--- src/rtl/prq_pkg.sv ---
// Shared types and constants for the priority run queue.
package prq_pkg;

  // Command codes carried on in_cmd.
  localparam logic CMD_ADD  = 1'b0;
  localparam logic CMD_PICK = 1'b1;

  // Width of one slice of the occupancy bitmap searched per cycle.
  localparam int GROUP_BITS = 32;
  localparam int GROUP_IDX_W = $clog2(GROUP_BITS);

  // Sequencer states, one-hot.
  typedef enum logic [4:0] {
    ST_IDLE  = 5'b00001,
    ST_SCAN  = 5'b00010,
    ST_HEAD  = 5'b00100,
    ST_LINK  = 5'b01000,
    ST_WRITE = 5'b10000
  } prq_state_t;

endpackage

--- src/rtl/priority_run_queue.sv ---
// Priority run queue: per-level LIFO lists with an occupancy bitmap and a scan sequencer.
// Add: the sequencer reads the list head, then writes; the result strobes in the first idle cycle.
// Pick: scans G = 1..ceil(NUM_LEVELS/32) bitmap slices (up to 5 at 140 levels), then reads the
// head and the link, then writes; an empty queue finishes after all slices are scanned. The
// head and link memory reads are registered. One item is in flight at a time.
// Each result is shown for exactly one cycle on out_strobe; the receiver cannot stall it.
// Synchronous active-low reset clears the bitmap, the count, the sequencer and the result strobe only.
module priority_run_queue #(
  parameter int NUM_LEVELS = 140,
  parameter int NUM_TASKS  = 64
) (
  input  logic       clk,
  input  logic       rst_n,
  input  logic       start,
  output logic       busy,
  input  logic       in_cmd,
  input  logic [5:0] in_task_id,
  input  logic [7:0] in_priority_req,
  output logic       out_strobe,
  output logic       out_found,
  output logic [5:0] out_picked_task,
  output logic [6:0] out_queued_count
);
  import prq_pkg::*;

  localparam int NG  = (NUM_LEVELS + GROUP_BITS - 1) / GROUP_BITS;
  localparam int GW  = (NG > 1) ? $clog2(NG) : 1;
  localparam int LVW = (NUM_LEVELS > 1) ? $clog2(NUM_LEVELS) : 1;
  localparam int TW  = (NUM_TASKS > 1) ? $clog2(NUM_TASKS) : 1;
  localparam int LW  = $clog2(NUM_TASKS + 1);
  localparam int CW  = $clog2(NUM_TASKS + 1);

  prq_state_t state_r, state_nxt;
  logic [GW-1:0]  grp_r, grp_nxt;
  logic [LVW-1:0] lvl_r, lvl_nxt;
  logic           cmd_r, cmd_nxt;
  logic [5:0]     task_r, task_nxt;
  logic           task_ok_r, task_ok_nxt;
  logic [CW-1:0]  cnt_r, cnt_nxt;
  logic [NUM_LEVELS-1:0] occ_r, occ_nxt;

  logic       out_strobe_r, out_strobe_nxt;
  logic       out_found_r, out_found_nxt;
  logic [5:0] out_picked_r, out_picked_nxt;

  // Storage for list heads and per-task links.
  logic [TW-1:0] level_head [NUM_LEVELS];
  logic [LW-1:0] next_link  [NUM_TASKS];
  logic [TW-1:0] head_rd_r;
  logic [LW-1:0] link_rd_r;

  logic          head_we;
  logic [TW-1:0] head_wdata;
  logic          link_we;
  logic [LW-1:0] link_wdata;

  logic [NG*GROUP_BITS-1:0] occ_pad;
  logic [GROUP_BITS-1:0]    chunk;
  logic [GROUP_IDX_W-1:0]   hit_idx;
  logic                     hit_any;
  logic [LVW-1:0]           scan_lvl;
  logic [LVW-1:0]           add_lvl;
  logic                     accept;

  assign accept = start && (state_r == ST_IDLE);
  assign busy   = (state_r != ST_IDLE);

  // Saturate the requested priority to the last level.
  assign add_lvl = ({1'b0, in_priority_req} >= 9'(NUM_LEVELS)) ?
                   LVW'(NUM_LEVELS - 1) : LVW'(in_priority_req);

  // Select the current bitmap slice and find its lowest set bit.
  always_comb begin
    occ_pad = '0;
    occ_pad[NUM_LEVELS-1:0] = occ_r;
  end

  assign chunk   = occ_pad[grp_r*GROUP_BITS +: GROUP_BITS];
  assign hit_any = |chunk;

  always_comb begin
    hit_idx = '0;
    for (int i = GROUP_BITS - 1; i >= 0; i--) begin
      if (chunk[i]) hit_idx = GROUP_IDX_W'(i);
    end
  end

  assign scan_lvl = LVW'({grp_r, hit_idx});

  // Sequencer and state update.
  always_comb begin
    state_nxt      = state_r;
    grp_nxt        = grp_r;
    lvl_nxt        = lvl_r;
    cmd_nxt        = cmd_r;
    task_nxt       = task_r;
    task_ok_nxt    = task_ok_r;
    cnt_nxt        = cnt_r;
    occ_nxt        = occ_r;
    out_strobe_nxt = 1'b0;
    out_found_nxt  = out_found_r;
    out_picked_nxt = out_picked_r;
    head_we        = 1'b0;
    head_wdata     = '0;
    link_we        = 1'b0;
    link_wdata     = '0;

    case (state_r)
      ST_IDLE: begin
        if (accept) begin
          cmd_nxt     = in_cmd;
          task_nxt    = in_task_id;
          task_ok_nxt = (11'(in_task_id) < 11'(NUM_TASKS));
          lvl_nxt     = add_lvl;
          grp_nxt     = '0;
          state_nxt   = (in_cmd == CMD_PICK) ? ST_SCAN : ST_HEAD;
        end
      end
      ST_SCAN: begin
        if (hit_any) begin
          lvl_nxt   = scan_lvl;
          state_nxt = ST_HEAD;
        end else if (grp_r == GW'(NG - 1)) begin
          // Empty queue: report nothing found.
          out_strobe_nxt = 1'b1;
          out_found_nxt  = 1'b0;
          out_picked_nxt = '0;
          state_nxt      = ST_IDLE;
        end else begin
          grp_nxt = grp_r + GW'(1);
        end
      end
      ST_HEAD: begin
        state_nxt = (cmd_r == CMD_PICK) ? ST_LINK : ST_WRITE;
      end
      ST_LINK: begin
        state_nxt = ST_WRITE;
      end
      ST_WRITE: begin
        out_strobe_nxt = 1'b1;
        state_nxt      = ST_IDLE;
        if (cmd_r == CMD_PICK) begin
          out_found_nxt  = 1'b1;
          out_picked_nxt = 6'(head_rd_r);
          if (link_rd_r >= LW'(NUM_TASKS)) begin
            occ_nxt[lvl_r] = 1'b0;
          end else begin
            head_we    = 1'b1;
            head_wdata = TW'(link_rd_r);
          end
          if (cnt_r != '0) cnt_nxt = cnt_r - CW'(1);
        end else begin
          out_found_nxt  = 1'b0;
          out_picked_nxt = '0;
          if (task_ok_r) begin
            // Push onto the front of the level's list.
            link_we    = 1'b1;
            link_wdata = occ_r[lvl_r] ? LW'(head_rd_r) : LW'(NUM_TASKS);
            head_we    = 1'b1;
            head_wdata = TW'(task_r);
            occ_nxt[lvl_r] = 1'b1;
            if (cnt_r < CW'(NUM_TASKS)) cnt_nxt = cnt_r + CW'(1);
          end
        end
      end
      default: begin
        state_nxt = ST_IDLE;
      end
    endcase
  end

  // Control registers.
  always_ff @(posedge clk) begin
    if (!rst_n) begin
      state_r      <= ST_IDLE;
      cnt_r        <= '0;
      occ_r        <= '0;
      out_strobe_r <= 1'b0;
    end else begin
      state_r      <= state_nxt;
      cnt_r        <= cnt_nxt;
      occ_r        <= occ_nxt;
      out_strobe_r <= out_strobe_nxt;
    end
  end

  // Payload registers.
  always_ff @(posedge clk) begin
    grp_r        <= grp_nxt;
    lvl_r        <= lvl_nxt;
    cmd_r        <= cmd_nxt;
    task_r       <= task_nxt;
    task_ok_r    <= task_ok_nxt;
    out_found_r  <= out_found_nxt;
    out_picked_r <= out_picked_nxt;
  end

  // Head memory: one write port, one registered read port.
  always_ff @(posedge clk) begin
    if (head_we) level_head[lvl_r] <= head_wdata;
    head_rd_r <= level_head[lvl_r];
  end

  // Link memory: written on add, read at the picked head.
  always_ff @(posedge clk) begin
    if (link_we) next_link[TW'(task_r)] <= link_wdata;
    link_rd_r <= next_link[head_rd_r];
  end

  assign out_strobe       = out_strobe_r;
  assign out_found        = out_found_r;
  assign out_picked_task  = out_picked_r;
  assign out_queued_count = 7'(cnt_r);

  // A result never shows while an item is still in flight.
  a_strobe_idle: assert property (@(posedge clk) disable iff (!rst_n)
    out_strobe |-> !busy) else $error("result strobe while busy");

  // An accepted request always occupies the sequencer next cycle.
  a_accept_busy: assert property (@(posedge clk) disable iff (!rst_n)
    (start && !busy) |=> busy) else $error("accepted request left sequencer idle");

  // The queued count never passes the task count.
  a_cnt_range: assert property (@(posedge clk) disable iff (!rst_n)
    cnt_r <= CW'(NUM_TASKS)) else $error("queued count out of range");

  // No result strobe directly follows another.
  a_strobe_gap: assert property (@(posedge clk) disable iff (!rst_n)
    out_strobe |=> !out_strobe) else $error("back-to-back result strobes");

endmodule
--- config.mk ---
export PLATFORM = sky130hd
export DESIGN_NAME = priority_run_queue
export DESIGN_NICKNAME = d
export VERILOG_FILES = /design/src/rtl/prq_pkg.sv /design/src/rtl/priority_run_queue.sv
export SDC_FILE = /design/constraint.sdc
export NUM_CORES = 2
export LEC_CHECK = 0
export BUFFER_PORTS_ARGS = -buffer_cell sky130_fd_sc_hd__buf_2
export CAP_MARGIN = 20
export CORE_ASPECT_RATIO = 1.75
export CORE_MARGIN = 4
export CORE_UTILIZATION = 65
export CTS_CLUSTER_DIAMETER = 60
export DETAILED_ROUTE_END_ITERATION = 7
export PLACE_DENSITY_LB_ADDON = 0.08
export SLEW_MARGIN = 10
export SYNTH_ARGS = -nofsm -noshare
export SYNTH_HDL_FRONTEND = slang
export SYNTH_SLANG_ARGS = --single-unit
--- constraint.sdc ---
create_clock -name clk -period 11.2 [get_ports clk]
set_clock_uncertainty 0.05 [all_clocks]
set_input_delay 2.8 -clock clk [delete_from_list [all_inputs] [get_ports clk]]
set_output_delay 2.8 -clock clk [all_outputs]
set_load 0.02 [all_outputs]
======== Word level (Yosys, flattened, before mapping) ========
Memory sizes are Yosys's and may differ from the RTL's. A register that Yosys moved wholly into a read port is not among the register bits.
Index checks and enable logic that the tools add are counted.
W data, S select, Z words.
operators by class
  $add $sub $neg .......................... 3
  multipliers ............................. 0
  div/mod/pow operators ................... 0
  magnitude comparators ................... 5
  equality and inequality tests ........... 15
  shifts and indexed selects .............. 1
  multiplexer cells ....................... 81
  bitwise operators ....................... 3
  reduce and logical (&&, ||, !) cells .... 14
operators by type and width
  kind                   count
  $mux W140              2
  $mux W5                36
  $shiftx A160 B9 Y32    1
  $and A140 B140 Y140    1
  $not A140 Y140         1
  $or A140 B140 Y140     1
  $mux W7                6
  $mux W6                6
  $reduce_or A32 Y1      1
  $mux W8                3
  $pmux W5 S4            1
  $mux W1                16
  $pmux W8 S2            1
  $mux W3                4
  $pmux W6 S2            1
  $ne A2 B2 Y1 const B   5
  $lt A8 B9 Y1 const B   1
  $reduce_and A3 Y1      3
  $bmux W1 S8            1
  $demux W1 S8           1
  $ge A8 B1 Y1 const B   1
  $ge A8 B8 Y1 const B   1
  $add A7 B1 Y7 const B  1
  $ge A7 B7 Y1 const B   1
  19 further kinds       26
storage, ports and cells
  bits in registers ....................... 178
  bits in latches ......................... 0
  RAM bits ................................ 1288
  memory bits (read-only) ................. 0
  input port bits ......................... 18
  output and inout bits ................... 16
  word-level logic and storage cells ...... 134
  memories ................................ 2
memory list
  name        words  bits a word  read ports  clocked after memory_dff  write ports  RTL line                  RTL
  level_head  140    6            1           1                         1            priority_run_queue.sv:47  logic [TW-1:0] level_head [NUM_LEVELS];
  next_link   64     7            1           1                         1            priority_run_queue.sv:48  logic [LW-1:0] next_link [NUM_TASKS];

======== Depth between registers and ports, before layout ========
  word-level depth ........................ 35
  mapped depth ............................ 12

======== Worst setup path after synthesis ========
Ideal clock, no wire load.
  path type ............................... register -> register
  start point ............................. reg lvl_r[0]
  end point ............................... mem next_link[0][6] in the netlist's numbering (data pin)
  arrival time ............................ 3.712 ns
  slack ................................... 6.938 ns
  stages on the path, launching flop included .. 9
  period minus slack after synthesis ...... 4.262 ns
  cell sequence ........................... edfxtp_1 -> buf_6 -> buf_4 -> mux4_2 -> mux4_2 -> a22o_1 -> a21oi_1 -> o311ai_1 -> nor2_1
on the way
  longest elaborated chain between the ends .. 5
ends and longest elaborated chain
  element                        RTL line                   RTL
  from (decl)                    priority_run_queue.sv:35   logic [LVW-1:0] lvl_r, lvl_nxt;
  from (signal assigned)         priority_run_queue.sv:190  lvl_r <= lvl_nxt;
  $bmux W1 S8                    priority_run_queue.sv:158  link_wdata = occ_r[lvl_r] ? LW'(head_rd_r) : LW'(NUM_TASKS);
  $mux W1 (implied by the code)  priority_run_queue.sv:158
  $mux W7                        priority_run_queue.sv:158
  $mux W7                        priority_run_queue.sv:142  if (cmd_r == CMD_PICK) begin
  $mux W7                        priority_run_queue.sv:108  case (state_r)
  net link_wdata[6]              priority_run_queue.sv:55   logic [LW-1:0] link_wdata;
  to (decl)                      priority_run_queue.sv:48
The timed path passes the listed nets, and every way through them passes these cells. The select of a mux whose other input is x is not followed.

======== Worst setup path after layout ========
  start point ............................. reg state_r[2]
  end point ............................... out busy
on the way
  longest elaborated chain between the ends .. 1
ends and longest elaborated chain
  element                 RTL line                   RTL
  from (decl)             priority_run_queue.sv:33   prq_state_t state_r, state_nxt;
  from (signal assigned)  priority_run_queue.sv:180  state_r <= state_nxt;
  $ne A5 B1 Y1            priority_run_queue.sv:66   assign busy = (state_r != ST_IDLE);
  to (decl)               priority_run_queue.sv:15   output logic busy,
No other way between the ends.

==> results.ini <==
[cts]
cts.sinks = 1479
h-tree-depth = 3
clk_latency_ns = 0.75
clock_path_buffers = 3
cts_setup_buffers = 0
root_buffer = clkbuf_16
cts_tree = done
post_cts_resized = 0
cts_made_buffers = 121
cts_hold_buf = 0
cts.clk_slew.worst_paths_ns = 0.07

[drt]
wirelength_um = 155000
antenna_left = 0
dr.first_iter.drc_count = 3373
post_drt_wl_per_cell_um = 33.4
remaining_drc_errors = 0
routed_via_density = 6.82
vias = 31700
drt_pass1_iterations = 5

[worst_hold_path]
hold_path_class = flip-flop to flip-flop
whs_endpoint = out_queued_count[6]
worstHoldPathCells = 2
hp-start = out_queued_count[6]

[yosys]
synth_seq_area_share = 0.704
synthTopCellsByArea = edfxtp_1 65%, mux4_2 17%, dfxtp_1 5.5%
synth_seq_cells = 1479
synthesis.nets = 3370
async_flop_share = 0
netlist_instances = 3344
synth_warnings = 0
synth.distinct_cells = 78
yosysTopAreaCell = edfxtp_1
synth_ff_type = edfxtp_1
synth.cell_area_mm2 = 0.0608
syn_area_per_cell_um2 = 18.2
synth_enable_flop_cells = 1313
synth.top_cell.area_share = 0.649

[timing]
layout_setup_ws_ns = 6.38
fmax_mhz = 208
worst_pin_slew_ns = 1.13
setup_violations = 0
period_share = 0.430
period_needed_ns = 4.82
rsz0062_at_grt = false
setup-tns-final_ns = 0
maxSlewHeadroom = 0.247
hold_viol_final = 0
drv_slew = 0

[grt]
grt_max_degree = 160
grt_pass1_vias = 33200
grt_overflow = 0
antenna_found_initial = 1
grt_use_total = 0.322
grt_pass1_wl_um = 226000

[floorplanning]
start_util = 0.654
dieArea_mm2 = 0.0986
ios = 34
fp.dieH_um = 412
rows = 148
core-area_mm2 = 0.0930
die_x_um = 239

[outcome]
status = finished clean

[layout]
layout.nets = 3372
n_fill_cell = 5673
drive_above_1_share = 0.233
synthToLayoutAreaGrowth_pct = 8.84

[setup_path]
regToRegEndpoint = out_found
worstSetupEndpointType = output port
critPathKind = flip-flop to output port
cp.arrival_ns = 1.97
slowest_stage = nor3_1
r2r_cells = 8
crit_family = simple AND/OR/NAND/NOR gates
critPathLaunchType = flip-flop
path_cells = nor3_1, nand3b_1, buf_2
cp.required_ns = 8.35
rr_startpoint = grp_r[0]
reg2reg_slack_ns = 6.67
cp_max_fo = 6
max_stage_delay_ns = 0.40
critPathBufInv = 1

[power]
power.leakage_nw = 17.3
powerDensity_mw_per_mm2 = 163
irDropWorstVdd_v = 0.000179

[placement]
port_buffers = 33
pre_cts_slack_ns = 6.58
dp_hpwl_um = 104000
gp_congestion = 0.994

[run]
drv_cap = 0

[layout make-up]
cell class                 count  area [um2]  share of cell area
sequential                  1479       42800               0.647
multi-input combinational   1634       17000               0.257
clock buffer                 139        3140              0.0474
tap                         1200        1500              0.0227
clock inverter                82         890              0.0135
timing repair buffer          97         803              0.0121
inverter                      13        48.8            0.000738
antenna                        1        2.50           0.0000378
[layer usage]
metal,GRT usage,vias to the layer above,wire (um)
met3,0.0433,401,8490
met2,0.595,1404,86300
met4,0.180,0,11000
met1,0.355,16500,49500
li1,-,13400,-
met5,0,-,0
[synthesized netlist by cell type (4+ instances only)]
master / number
edfxtp_1: 1313
mux4_2: 453
o21ai_0: 328
nor2_1: 243
nand2_1: 186
dfxtp_1: 166
and2_1: 146
clkbuf_1: 137
buf_2: 29
mux2i_1: 25
buf_1: 21
mux4_1: 18
nor2b_1: 18
a21oi_1: 16
a22oi_1: 15
nand3_1: 15
and3_1: 13
inv_1: 13
nor3_1: 13
buf_6: 12
nand2b_1: 11
nand3b_1: 10
a22o_1: 9
buf_4: 9
a211oi_1: 7
ha_1: 7
nand4_1: 7
nor3_2: 6
nor4_1: 6
a21o_1: 4
buf_12: 4
mux2_2: 4
xnor2_1: 4
[stage by stage]
step	util	instance area (um2)	std cells	hold WS [ns]	total power [mW]
6_report	0.711	66100	4645	0.495	10.8
5_1_grt	0.711	66100	4644	0.533	11.1
4_1_cts	0.709	65900	4635	0.488	10.8
3_5_place_dp	0.666	61900	4414	0.477	6.56
3_3_place_gp	0.666	61900	4414	0.453	6.55
2_1_floorplan	-	60800	3344	0.503	6.43
[sequential cells by signal, summed over array words and instances, names as in the netlist, 5 cells and up, named ones only]
name and cells:
level_head 840, link_rd_r 7, head_rd_r 6, state_r 5
out_picked_task 6, task_r 6, lvl_r 8, next_link 448
out_queued_count 7
[cell families (layout without fill, tap and decap cells)]
kind of cell / after synthesis / count (layout) / synth area share
buffers and inverters: 231 / 331 / 0.0189
other: 0 / 1 / 0
AO/OA/AOI/OAI: 416 / 416 / 0.0379
flip-flops: 1479 / 1479 / 0.704
AND/OR/NAND/NOR: 703 / 703 / 0.0559
XOR/XNOR: 4 / 4 / 0.000577
multiplexers: 503 / 503 / 0.181
adder cells (fa/ha/maj): 8 / 8 / 0.00177
[tightest hold or removal path, delay by kind of cell (launching register included)]
family | cells | cell delay (ns)
AOI/OAI and AO/OA | 2 | 0.16
DFF | 1 | 0.34
[placed cells by master, fill, tap and decap left out, drive strengths merged, types with 5 or more instances in the layout]
| cell type | n |
|---|---|
| nor2 | 245 |
| nand3 | 16 |
| inv | 13 |
| dfxtp | 166 |
| mux2 | 7 |
| nor4 | 9 |
| clkinv | 52 |
| nand4 | 7 |
| and2 | 149 |
| a22o | 9 |
| a21oi | 16 |
| clkinvlp | 13 |
| bufinv | 17 |
| mux4 | 471 |
| o21ai | 330 |
| nand2b | 11 |
| buf | 96 |
| nand2 | 186 |
| nor3b | 5 |
| edfxtp | 1313 |
| ha | 7 |
| nor3 | 19 |
| nor2b | 18 |
| a22oi | 15 |
| a211oi | 7 |
| nand3b | 10 |
| mux2i | 25 |
| and3 | 14 |
| clkbuf | 140 |
[where the power goes]
group / internal (mW) / switching [mW]
clock network: 2.40 / 1.93
registers: 5.92 / 0.0561
logic: 0.182 / 0.273
total: 8.51 / 2.26
[worst max path at each step]
stage,start,end,slack [ns],depth (start not counted)
3_3_place_gp,lvl_r[0],head_rd_r[3],6.55,8
3_5_place_dp,lvl_r[0],head_rd_r[3],6.58,8
4_1_cts,state_r[2],busy,6.37,3
5_1_grt,state_r[2],busy,6.31,3
2_1_floorplan,lvl_r[0],next_link[0][6],6.94,8
6_report,state_r[2],busy,6.38,3
Note: power is estimated with default switching activity, not from simulation.
